<file path="src/hw/rtl/peu_pkg.sv">
// ----------------------------------------------------------------------------
// peu_pkg
// Shared types, character constants and escape lookup for the entity decoder.
// ----------------------------------------------------------------------------
package peu_pkg;

  // Character codes
  localparam logic [7:0] CharAmp  = 8'h26;  // '&'
  localparam logic [7:0] CharSemi = 8'h3B;  // ';'
  localparam logic [7:0] CharDq   = 8'h22;  // '"'
  localparam logic [7:0] CharStar = 8'h2A;  // '*'
  localparam logic [7:0] CharCol  = 8'h3A;  // ':'
  localparam logic [7:0] CharLt   = 8'h3C;  // '<'
  localparam logic [7:0] CharGt   = 8'h3E;  // '>'
  localparam logic [7:0] CharQm   = 8'h3F;  // '?'
  localparam logic [7:0] CharBar  = 8'h7C;  // '|'

  // Escape body letters
  localparam logic [7:0] LetB = 8'h62;
  localparam logic [7:0] LetC = 8'h63;
  localparam logic [7:0] LetG = 8'h67;
  localparam logic [7:0] LetL = 8'h6C;
  localparam logic [7:0] LetM = 8'h6D;
  localparam logic [7:0] LetQ = 8'h71;
  localparam logic [7:0] LetS = 8'h73;
  localparam logic [7:0] LetT = 8'h74;
  localparam logic [7:0] LetV = 8'h76;

  // Up to four output bytes produced by one input byte
  localparam int unsigned MaxBytes = 4;

  // Decoded work for the back end: bytes in order, index of last byte, end flag
  typedef struct packed {
    logic [MaxBytes-1:0][7:0] bytes;
    logic [1:0]               last;
    logic                     fin;
  } cmd_t;

  // True if the byte can open an escape body
  function automatic logic is_lead(input logic [7:0] b);
    is_lead = (b == LetQ) || (b == LetS) || (b == LetC) ||
              (b == LetL) || (b == LetG) || (b == LetV);
  endfunction

  // Decoded character for a two-letter body, zero when not an escape
  function automatic logic [7:0] decode_pair(input logic [7:0] a, input logic [7:0] b);
    decode_pair = 8'h00;
    if (a == LetQ && b == LetT) decode_pair = CharDq;
    if (a == LetS && b == LetT) decode_pair = CharStar;
    if (a == LetC && b == LetL) decode_pair = CharCol;
    if (a == LetL && b == LetT) decode_pair = CharLt;
    if (a == LetG && b == LetT) decode_pair = CharGt;
    if (a == LetQ && b == LetM) decode_pair = CharQm;
    if (a == LetV && b == LetB) decode_pair = CharBar;
  endfunction

endpackage

</file>
<file path="src/hw/rtl/peu_front.sv">
// ----------------------------------------------------------------------------
// peu_front
// Input classifier: tracks the escape prefix and turns each byte into a
// command of zero to four output bytes.
// ----------------------------------------------------------------------------
module peu_front import peu_pkg::*; (
  input  logic       clk_i,
  input  logic       rst_ni,
  input  logic       accept_i,   // input transaction this cycle
  input  logic [7:0] byte_i,
  input  logic       final_i,
  output logic       push_o,
  output cmd_t       cmd_o
);

  // Hold level codes
  localparam logic [1:0] LvlNone = 2'd0;  // nothing held
  localparam logic [1:0] LvlAmp  = 2'd1;  // ampersand held
  localparam logic [1:0] LvlOne  = 2'd2;  // ampersand and one letter
  localparam logic [1:0] LvlTwo  = 2'd3;  // ampersand and two letters

  logic [1:0] lvl_q, lvl_d;
  logic [7:0] h0_q, h0_d;
  logic [7:0] h1_q, h1_d;

  logic [MaxBytes-1:0][7:0] ob;
  logic [2:0]               n;
  logic                     fresh_en;
  logic [7:0]               dec;

  // Next hold state and emitted bytes
  always_comb begin
    lvl_d    = lvl_q;
    h0_d     = h0_q;
    h1_d     = h1_q;
    ob       = '0;
    n        = 3'd0;
    fresh_en = 1'b0;
    dec      = decode_pair(h0_q, h1_q);

    unique case (lvl_q)
      LvlNone: begin
        fresh_en = 1'b1;
      end
      LvlAmp: begin
        if (is_lead(byte_i)) begin
          h0_d  = byte_i;
          lvl_d = LvlOne;
        end else begin
          ob[0]    = CharAmp;
          n        = 3'd1;
          fresh_en = 1'b1;
        end
      end
      LvlOne: begin
        if (decode_pair(h0_q, byte_i) != 8'h00) begin
          h1_d  = byte_i;
          lvl_d = LvlTwo;
        end else begin
          ob[0]    = CharAmp;
          ob[1]    = h0_q;
          n        = 3'd2;
          fresh_en = 1'b1;
        end
      end
      LvlTwo: begin
        if (byte_i == CharSemi && dec != 8'h00) begin
          ob[0] = dec;
          n     = 3'd1;
          lvl_d = LvlNone;
        end else begin
          ob[0]    = CharAmp;
          ob[1]    = h0_q;
          ob[2]    = h1_q;
          n        = 3'd3;
          fresh_en = 1'b1;
        end
      end
      default: begin
        fresh_en = 1'b1;
      end
    endcase

    // Byte taken afresh after a broken or empty prefix
    if (fresh_en) begin
      if (byte_i == CharAmp) begin
        lvl_d = LvlAmp;
      end else begin
        ob[n[1:0]] = byte_i;
        n          = n + 3'd1;
        lvl_d      = LvlNone;
      end
    end

    // Flush whatever is held at the end of the string
    if (final_i) begin
      if (lvl_d != LvlNone) begin
        ob[n[1:0]] = CharAmp;
        n          = n + 3'd1;
      end
      if (lvl_d == LvlOne || lvl_d == LvlTwo) begin
        ob[n[1:0]] = h0_d;
        n          = n + 3'd1;
      end
      if (lvl_d == LvlTwo) begin
        ob[n[1:0]] = h1_d;
        n          = n + 3'd1;
      end
      lvl_d = LvlNone;
    end
  end

  assign push_o      = accept_i && (n != 3'd0);
  assign cmd_o.bytes = ob;
  assign cmd_o.last  = 2'(n - 3'd1);
  assign cmd_o.fin   = final_i;

  // Hold level
  always_ff @(posedge clk_i or negedge rst_ni) begin
    if (!rst_ni) begin
      lvl_q <= LvlNone;
    end else if (accept_i) begin
      lvl_q <= lvl_d;
    end
  end

  // Held letters, valid only at the levels that imply them
  always_ff @(posedge clk_i) begin
    if (accept_i) begin
      h0_q <= h0_d;
      h1_q <= h1_d;
    end
  end

endmodule

</file>
<file path="src/hw/rtl/peu_cmd_fifo.sv">
// ----------------------------------------------------------------------------
// peu_cmd_fifo
// Small command queue between the classifier and the byte emitter.
// ----------------------------------------------------------------------------
module peu_cmd_fifo import peu_pkg::*; #(
  parameter int unsigned Depth = 4
) (
  input  logic clk_i,
  input  logic rst_ni,
  input  logic push_i,
  input  cmd_t data_i,
  output logic full_o,
  input  logic pop_i,
  output cmd_t data_o,
  output logic empty_o
);

  localparam int unsigned PtrW = (Depth > 1) ? $clog2(Depth) : 1;
  localparam int unsigned CntW = $clog2(Depth + 1);
  localparam logic [PtrW-1:0] PtrMax = PtrW'(Depth - 1);

  cmd_t            mem_q [Depth];
  logic [PtrW-1:0] wr_q, rd_q;
  logic [CntW-1:0] cnt_q;
  logic            do_push, do_pop;

  assign full_o  = (cnt_q == CntW'(Depth));
  assign empty_o = (cnt_q == '0);
  assign do_push = push_i && !full_o;
  assign do_pop  = pop_i && !empty_o;
  assign data_o  = mem_q[rd_q];

  // Pointers and fill count
  always_ff @(posedge clk_i or negedge rst_ni) begin
    if (!rst_ni) begin
      wr_q  <= '0;
      rd_q  <= '0;
      cnt_q <= '0;
    end else begin
      if (do_push) begin
        wr_q <= (wr_q == PtrMax) ? '0 : wr_q + PtrW'(1);
      end
      if (do_pop) begin
        rd_q <= (rd_q == PtrMax) ? '0 : rd_q + PtrW'(1);
      end
      if (do_push && !do_pop) begin
        cnt_q <= cnt_q + CntW'(1);
      end else if (do_pop && !do_push) begin
        cnt_q <= cnt_q - CntW'(1);
      end
    end
  end

  // Entry storage
  always_ff @(posedge clk_i) begin
    if (do_push) begin
      mem_q[wr_q] <= data_i;
    end
  end

endmodule

</file>
<file path="src/hw/rtl/peu_back.sv">
// ----------------------------------------------------------------------------
// peu_back
// Byte emitter: walks the head command into the output register one byte per
// cycle while the register is free or drained, and marks burst and string ends.
// ----------------------------------------------------------------------------
module peu_back import peu_pkg::*; (
  input  logic       clk_i,
  input  logic       rst_ni,
  input  cmd_t       cmd_i,
  input  logic       empty_i,
  output logic       pop_o,
  output logic       valid_o,
  input  logic       ready_i,
  output logic [7:0] byte_o,
  output logic       burst_end_o,
  output logic       string_end_o
);

  logic [1:0] idx_q;
  logic       valid_q;
  logic [7:0] byte_q;
  logic       burst_q, string_q;
  logic       load, at_last;

  // Output register refills when empty or drained this cycle
  assign load    = !empty_i && (!valid_q || ready_i);
  assign at_last = (idx_q == cmd_i.last);
  assign pop_o   = load && at_last;

  always_ff @(posedge clk_i or negedge rst_ni) begin
    if (!rst_ni) begin
      valid_q <= 1'b0;
      idx_q   <= '0;
    end else begin
      if (load) begin
        valid_q <= 1'b1;
        idx_q   <= at_last ? 2'd0 : idx_q + 2'd1;
      end else if (ready_i) begin
        valid_q <= 1'b0;
      end
    end
  end

  // Output payload
  always_ff @(posedge clk_i) begin
    if (load) begin
      byte_q   <= cmd_i.bytes[idx_q];
      burst_q  <= at_last;
      string_q <= at_last && cmd_i.fin;
    end
  end

  assign valid_o      = valid_q;
  assign byte_o       = byte_q;
  assign burst_end_o  = burst_q;
  assign string_end_o = string_q;

endmodule

</file>
<file path="src/hw/rtl/path_entity_unescape_unit.sv">
// ----------------------------------------------------------------------------
// path_entity_unescape_unit
// Streaming decoder that replaces four-byte path escapes by their characters.
// ----------------------------------------------------------------------------
// A byte's results pass through the command queue, then the output register.
// Throughput: one input byte per cycle while the queue has room; results leave
//   one per cycle while the sink is ready, holding the emitter until the last.
// The command queue (FifoDepth entries) absorbs bursts between the two sides.
// Reset clears the hold level, the queue and the output valid at once.
module path_entity_unescape_unit import peu_pkg::*; #(
  parameter int unsigned FifoDepth = 4
) (
  input  logic       clk_i,
  input  logic       rst_ni,
  input  logic       s_axis_tvalid,
  output logic       s_axis_tready,
  input  logic [7:0] s_axis_tdata,   // [7:0] in_byte
  input  logic       s_axis_tlast,   // in_final
  output logic       m_axis_tvalid,
  input  logic       m_axis_tready,
  output logic [7:0] m_axis_tdata,   // [7:0] out_byte
  output logic       m_axis_tuser,   // burst_end
  output logic       m_axis_tlast    // string_end
);

  logic accept, push, full, pop, empty;
  cmd_t cmd_in, cmd_head;

  assign s_axis_tready = !full;
  assign accept        = s_axis_tvalid && s_axis_tready;

  peu_front u_front (
    .clk_i    (clk_i),
    .rst_ni   (rst_ni),
    .accept_i (accept),
    .byte_i   (s_axis_tdata),
    .final_i  (s_axis_tlast),
    .push_o   (push),
    .cmd_o    (cmd_in)
  );

  peu_cmd_fifo #(
    .Depth (FifoDepth)
  ) u_fifo (
    .clk_i   (clk_i),
    .rst_ni  (rst_ni),
    .push_i  (push),
    .data_i  (cmd_in),
    .full_o  (full),
    .pop_i   (pop),
    .data_o  (cmd_head),
    .empty_o (empty)
  );

  peu_back u_back (
    .clk_i        (clk_i),
    .rst_ni       (rst_ni),
    .cmd_i        (cmd_head),
    .empty_i      (empty),
    .pop_o        (pop),
    .valid_o      (m_axis_tvalid),
    .ready_i      (m_axis_tready),
    .byte_o       (m_axis_tdata),
    .burst_end_o  (m_axis_tuser),
    .string_end_o (m_axis_tlast)
  );

endmodule

</file>
<file path="config.mk">
export PLATFORM = sky130hd
export DESIGN_NAME = path_entity_unescape_unit
export DESIGN_NICKNAME = d
export VERILOG_FILES = /design/src/hw/rtl/peu_pkg.sv /design/src/hw/rtl/peu_front.sv /design/src/hw/rtl/peu_cmd_fifo.sv /design/src/hw/rtl/peu_back.sv /design/src/hw/rtl/path_entity_unescape_unit.sv
export SDC_FILE = /design/constraint.sdc
export NUM_CORES = 1
export LEC_CHECK = 0
export ABC_CLOCK_PERIOD_IN_PS = 15150
export BUFFER_PORTS_ARGS = -buffer_cell sky130_fd_sc_hd__buf_2
export CAP_MARGIN = 10
export CORE_AREA = 2 2 159 161
export CTS_BUF_LIST = sky130_fd_sc_hd__clkbuf_8
export DETAILED_ROUTE_END_ITERATION = 8
export DIE_AREA = 0 0 161 163
export GPL_ROUTABILITY_DRIVEN = 0
export RECOVER_POWER = 50
export SLEW_MARGIN = 20
export SYNTH_ARGS = -nofsm -noshare
export SYNTH_HDL_FRONTEND = slang
export SYNTH_SLANG_ARGS = --single-unit
</file>
<file path="constraint.sdc">
create_clock -name clk_i -period 15.15 [get_ports clk_i]
set_input_delay 1.515 -clock clk_i [delete_from_list [all_inputs] [get_ports clk_i]]
set_output_delay 1.515 -clock clk_i [all_outputs]
set_load 0.01 [all_outputs]
</file>
## Word level (Yosys, flattened, before mapping)

Memories as Yosys holds them, arrays and structs flattened.
Index checks and enable logic that the tools add are counted.

| cells by class | value |
|---|---|
| add/subtract/negate cells | 10 |
| $lt $le $gt $ge | 9 |
| equal/unequal tests | 30 |
| mux-type cells | 79 |
| bitwise operators | 3 |
| reduce and logical (&&, ||, !) cells | 48 |

Operators with widths:

| cell | number |
|---|---|
| 32-bit two-way mux | 8 |
| 8-bit by 7-bit equality test with 1-bit output (second input constant) | 19 |
| 32-bit bitwise mux | 3 |
| 8-bit two-way mux | 11 |
| 6-bit two-way mux | 13 |
| 8-bit demux with 2-bit select | 4 |
| 16-bit two-way mux | 2 |
| 3-bit two-way mux | 10 |
| 1-bit logical AND | 28 |
| 8-bit one-hot mux with 3 select lines | 1 |
| 7-bit two-way mux | 3 |
| 20-bit AND | 1 |
| 2-bit two-way mux | 10 |
| 20-bit NOT | 1 |
| 8-bit binary-select mux with 2-bit select | 1 |
| 8-bit by 6-bit equality test with 1-bit output (second input constant) | 2 |
| 8-bit one-hot mux with 2 select lines | 1 |
| 8-bit nonzero test | 2 |
| 3-bit by 1-bit adder with 3-bit output (second input constant) | 5 |
| 2-bit by 3-bit less-than comparator with 1-bit output (second input constant) | 5 |
| 2-bit equality test (second input constant) | 6 |
| 12-bit bitwise OR | 1 |
| 1-bit two-way mux | 9 |
| 3-bit one-hot mux with 3 select lines | 1 |
| other kinds (15) | 32 |

| storage, ports and cells | value |
|---|---|
| register bits | 38 |
| bits in writable memories | 140 |
| input port bits | 13 |
| output and inout port bits | 12 |
| logic and storage cells | 191 |
| memories | 1 |

Memories:

| name | words | width | rd ports | clocked after Yosys merged registers in | wr ports | RTL line | text |
|---|---|---|---|---|---|---|---|
| u_fifo.mem_q | 4 | 35 | 1 | 0 | 1 | peu_cmd_fifo.sv:22 | `cmd_t mem_q [Depth];` |

## Depth between registers and ports, before layout

| logic depth | value |
|---|---|
| word-level depth | 32 |
| mapped depth | 28 |
| depth with buffers taken out | 26 |

## Modules after synthesis

Synthesis repeated with hierarchy kept, for this count alone.

| second synthesis, totals | value |
|---|---|
| cell total of the unflattened synthesis | 645 |
| area total of the unflattened synthesis | 9,118.7 µm² |

By module, submodules not included:

| module | instances | cells each | area an instance (µm²) | sequential area each (µm²) |
|---|---|---|---|---|
| peu_cmd_fifo | 1 | 220 | 5,492.8 | 4,379.2 |
| peu_front | 1 | 382 | 2,929.1 | 530.5 |
| peu_back | 1 | 41 | 686.9 | 375.4 |
| path_entity_unescape_unit | 1 | 2 | 10.0 | 0.0 |

## Least setup slack after synthesis

Ideal clock, no wire load.

| timing path | value |
|---|---|
| path kind | in2reg |
| start | input s_axis_tdata[3] |
| end | memory u_fifo.mem_q[3][0] (netlist bit), enable pin |
| library setup time | 395 ps |
| arrival | 5,982 ps |
| required time | 14,755 ps |
| slack | 8,773 ps |
| cell stages on the path | 22 |
| buffers on the path | 2 |
| path through | buf_2 nor3b_1 o21ai_1 a21oi_1 or3_1 o21ai_0 clkbuf_1 ha_1 inv_1 o22ai_1 inv_1 ha_1 mux2i_1 ha_1 nor2_1 a21oi_1 mux2i_1 a21oi_1 ha_1 o31a_1 a31oi_4 and2_1 |

| on the way | value |
|---|---|
| longest elaborated chain between the ends | 30 |
| elaborated cells on any way between the ends | 68 |
| classes of those cells | 4 x add/sub; 13 x eq/ne; 32 x mux; 19 x reduce/logical |

RTL lines:

| what | RTL line | text |
|---|---|---|
| start: declaration | path_entity_unescape_unit.sv:17 | `input logic [7:0] s_axis_tdata,` |
| 8-bit by 7-bit equality test with 1-bit output | n/a |  |
| 1-bit logical AND | peu_pkg.sv:48 | `if (a == LetQ && b == LetT) decode_pair = CharDq;` |
| 6-bit two-way mux | peu_pkg.sv:48 |  |
| 6-bit two-way mux | peu_pkg.sv:49 | `if (a == LetS && b == LetT) decode_pair = CharStar;` |
| 6-bit two-way mux | peu_pkg.sv:50 | `if (a == LetC && b == LetL) decode_pair = CharCol;` |
| 6-bit two-way mux | peu_pkg.sv:51 | `if (a == LetL && b == LetT) decode_pair = CharLt;` |
| 6-bit two-way mux | peu_pkg.sv:52 | `if (a == LetG && b == LetT) decode_pair = CharGt;` |
| 6-bit two-way mux | peu_pkg.sv:53 | `if (a == LetQ && b == LetM) decode_pair = CharQm;` |
| [15 not listed] | n/a |  |
| 3-bit two-way mux | peu_front.sv:105 | `if (lvl_d == LvlTwo) begin` |
| 3-bit two-way mux (*) | peu_front.sv:96 | `if (final_i) begin` |
| 3-bit nonzero test (*) | peu_front.sv:113 | `assign push_o = accept_i && (n != 3'd0);` |
| 1-bit logical AND (*) | peu_front.sv:113 |  |
| 1-bit logical AND (*) | peu_cmd_fifo.sv:29 | `assign do_push = push_i && !full_o;` |
| via u_fifo.do_push | peu_cmd_fifo.sv:25 | `logic do_push, do_pop;` |
| 1-bit two-way mux (*) | peu_cmd_fifo.sv:56 | `if (do_push) begin` |
| 1-bit two-way mux (implied by the code) (*) | peu_cmd_fifo.sv:57 | `mem_q[wr_q] <= data_i;` |
| end: declaration | peu_cmd_fifo.sv:22 |  |

Mark *: on every way through the listed nets, which the timed path passes. The rest lies on a longest branch. The select of a mux whose other input is x is not followed.

## Worst setup path after layout

| timing path | value |
|---|---|
| start | input s_axis_tdata[0] |
| end | register u_fifo.cnt_q[2] |

| on the way | value |
|---|---|
| longest elaborated chain between the ends | 31 |
| elaborated cells on any way between the ends | 71 |
| classes of those cells | 4 x add/sub; 13 x eq/ne; 31 x mux; 23 x reduce/logical |

RTL lines:

| what | RTL line | text |
|---|---|---|
| 8-bit by 7-bit equality test with 1-bit output | n/a |  |
| 1-bit logical AND | peu_pkg.sv:48 |  |
| 6-bit two-way mux | peu_pkg.sv:48 |  |
| 6-bit two-way mux | peu_pkg.sv:49 |  |
| 6-bit two-way mux | peu_pkg.sv:50 |  |
| 6-bit two-way mux | peu_pkg.sv:51 |  |
| 6-bit two-way mux | peu_pkg.sv:52 |  |
| 6-bit two-way mux | peu_pkg.sv:53 |  |
| [16 not listed] | n/a |  |
| 3-bit two-way mux (*) | peu_front.sv:96 |  |
| 3-bit nonzero test (*) | peu_front.sv:113 |  |
| 1-bit logical AND (*) | peu_front.sv:113 |  |
| 1-bit logical AND (*) | peu_cmd_fifo.sv:29 |  |
| via u_fifo.do_push | peu_cmd_fifo.sv:25 |  |
| 1-bit logical NOT | peu_cmd_fifo.sv:48 | `end else if (do_pop && !do_push) begin` |
| 1-bit logical AND | peu_cmd_fifo.sv:48 |  |
| 2-bit nonzero test (no line) | n/a |  |
| end signal: assignment | peu_cmd_fifo.sv:47 | `cnt_q <= cnt_q + CntW'(1);` |
| end signal: assignment | peu_cmd_fifo.sv:49 | `cnt_q <= cnt_q - CntW'(1);` |
| end: declaration | peu_cmd_fifo.sv:24 | `logic [CntW-1:0] cnt_q;` |

Marked as above.
A chain may end at the register's enable or synchronous reset.

==> summary.txt <==
Detailed routing
  • Post-route ant nets: 0
  • DRT iter0 DRCs: 507
  • Via count: between 4000 and 5000
  • Via/cell ratio: 5.361
  • WL final: 18500 um
  • Drt wl/cell: 19.99 um
  • DRC Markers: 0
  • Initial DRT Pass Iterations: 5

Die
  • Num ports: 25
  • Initial Util: 0.3442
  • Num rows: 58
  • Core area: 24670 sq um
  • Die height: 163 um
  • Die Width: 161 um
  • Die Area: around 26000 sq um

Timing
  • Final Cycle Share: 0.4439
  • Max-slew headroom: -1.061
  • Hold Vio Cnt, Final: 0
  • Min Hold Slack: between 0.5 and 0.6 ns
  • Setup TNS: 0 ns
  • RSZ-0062 raised after global routing: no
  • Setup Skew: 0.01502 ns
  • Tmin final: approximately 6.7 ns
  • Max Freq: 148.7 MHz
  • Final WS setup: roughly 8.4 ns
  • Final setup violation count: 0
  • Worst-Margin Slew: 3.091 ns
  • Slew Limit Fails: 39

Global routing
  • Vias in the first global route: about 5200
  • Largest net degree at the start of global routing: 39
  • First-pass GRT wire length: slightly below 30000 um
  • Initial antenna violation count: 0
  • GRT Total Usage: 0.1479
  • Grt total ovfl: 0

Pwr
  • P_leak: 3.149 nW
  • Max IR drop VDD: 78.80 uV
  • Pwr Density: 151.5 nW/um^2

Job
  • Max cap viols: 1

Setup path
  • CP most frequent cell: ha_1
  • Arr. time, crit path: 7.09 ns
  • Critical path's slowest cell: clkbuf_1
  • Top Family by Delay on Critical Path: adder cells
  • CP max stage delay: 0.41 ns
  • Critical Path Start Type: input pin
  • Worst-path fanout max: 14
  • WP buf/inv: 5
  • Worst EP required: 15.52 ns
  • Critical Path End Type: flip-flop
  • Kind of critical path: in -> reg

Layout
  • Share of post-route cells with drive strength above 1: 0.1882
  • Area delta synth->final: 10.00%
  • Diode count: 0
  • Fillers: 2341
  • Layout Utilization: 0.3786
  • Post-layout net count: roughly 610
  • Multi-input gate area: between 2000 and 3000 sq um
  • Post-layout instance count excluding filler cells: 925
  • FF/Latch Area: 5286 sq um

Placement
  • DP HPWL: around 13000 um
  • Placement Setup Slack: 8.305 ns
  • PortBufs: 24
  • Placed Cells incl. Taps: 893

Clocking
  • Bufs on Longest Clock Path: 2
  • Root Buffer: clkbuf_8
  • Clock latency at the later pin of the worst-skew pair: ~0.45 ns
  • CTS tree: yes
  • Clk slew on worst S/H paths: roughly 0.090 ns
  • Cts repair resizes: 0
  • Hold-fix buffers, CTS: 0
  • Num CTS Buffers: 17
  • CTS sink cnt: 178
  • Setup bufs post-CTS: 0
  • H-tree depth: 4

Outcome
  • Failing checks: capacitance limit, slew limit
  • Outcome: complete, but fails checks

Synthesis
  • Cell taking the most area after synthesis: edfxtp_1
  • Syn_nets: 589
  • Synth top area cells: edfxtp_1 (59%), mux4_2 (11%), dfrtp_1 (3.5%), ha_1 (2.4%), nand2_1 (1.8%)
  • Synth top cells by count: edfxtp_1 (166), mux4_2 (43), nand2_1 (40)
  • Synth warnings: 0
  • Avg Synthesized Cell Area: 15.19 sq um
  • Top FF cell, synth: edfxtp_1
  • Synthesized area: 8492 sq um
  • FFs w/ async S/R, synth: 0.06742
  • Mapped Cells: 559
  • Sequential share of the synthesized area: 0.6224
  • Synth top area share: 0.5870
  • Flops & latches, synth: 178
  • Count leader, synth: edfxtp_1
  • Cell variety after synth: 75
  • Post-synth EDFFs: 166

Hold path
  • Hold WC Path Type: reg -> reg
==> cell families after synthesis <==
| logic type | Yosys count | synth area share |
|---|---|---|
| DFF | 178 | 0.6224 |
| and+or+nand+nor | 163 | 0.1143 |
| AOI/OAI and AO/OA | 84 | 0.06999 |
| muxes | 60 | 0.1367 |
| buffers and inverters | 51 | 0.02446 |
| adders and majority gates | 17 | 0.02593 |
| xor gates and xnor gates | 6 | 0.006188 |
==> metal layers <==
| layer | part of all wire | GRT usage |
|---|---|---|
| met5 | 0 | 0 |
| met4 | 0.020 | 0.05519 |
| met1 | 0.42 | 0.1922 |
| met2 | 0.49 | 0.2474 |
| met3 | 0.066 | 0.02878 |
==> final cells by class <==
type / count / share of cell area
Multi-Input combinational cell: 330 / 0.3174
Clock inverter: 15 / 0.02210
Sequential cell: 178 / 0.5659
Timing Repair Buffer: 32 / 0.01607
Inverter: 23 / 0.009242
Tap cell: 330 / 0.04420
Clock buffer: 17 / 0.02505
==> layout by cell type (no fill, tap or decap), drive strengths merged, types with 5 or more instances in the layout <==
| master | instances |
|---|---|
| o21ai | 27 |
| nor2 | 30 |
| mux4 | 43 |
| mux2i | 5 |
| mux2 | 12 |
| dfrtp | 12 |
| a31oi | 5 |
| ha | 16 |
| inv | 26 |
| nand3 | 9 |
| o31ai | 6 |
| clkbuf | 35 |
| and3 | 10 |
| nor4bb | 5 |
| nor3 | 6 |
| nand2 | 40 |
| edfxtp | 166 |
| nand3b | 8 |
| nand2b | 7 |
| a21oi | 14 |
| nor2b | 5 |
| and2 | 12 |
| buf | 14 |
==> through the flow <==
| step | instance area [sq um] | total power, mW |
|---|---|---|
| 6_report | 9341 | 1.415 |
| 5_1_grt | 9341 | 1.497 |
| 4_1_cts | 9405 | 1.441 |
| 3_5_place_dp | 8965 | 1.087 |
| 3_3_place_gp | 8965 | 1.073 |
| 2_1_floorplan | 8492 | 0.9695 |
==> flip-flops by register name, indices dropped and copies added (netlist names), 3 cells and up <==
register       cells
u_front.h1_q       8
u_back.byte_o      8
u_front.h0_q       8
u_fifo.mem_q     140
u_fifo.cnt_q       3
==> power breakdown <==
group / switching [mW] / leakage, nW / internal, mW
clock: 0.171 / 0.211 / 0.182
sequential: 0.0497 / 1.67 / 0.642
combinational: 0.187 / 1.26 / 0.184
==> worst paths after layout <==
path	cells after the start	to	slack (ns)	start
max reg2reg	27	u_fifo.cnt_q[2]	9.01	u_front.h0_q[2]
max	27	u_fifo.cnt_q[2]	8.42	s_axis_tdata[0]
min reg2reg	1	u_fifo.cnt_q[2]	0.51	u_fifo.cnt_q[2]
min in group asynchronous	1	u_back.idx_q[1]	1.09	rst_ni
min	1	u_fifo.cnt_q[2]	0.51	u_fifo.cnt_q[2]
max in group asynchronous	1	u_fifo.rd_q[0]	13.58	rst_ni
Note: power is estimated with default switching activity, not from simulation.
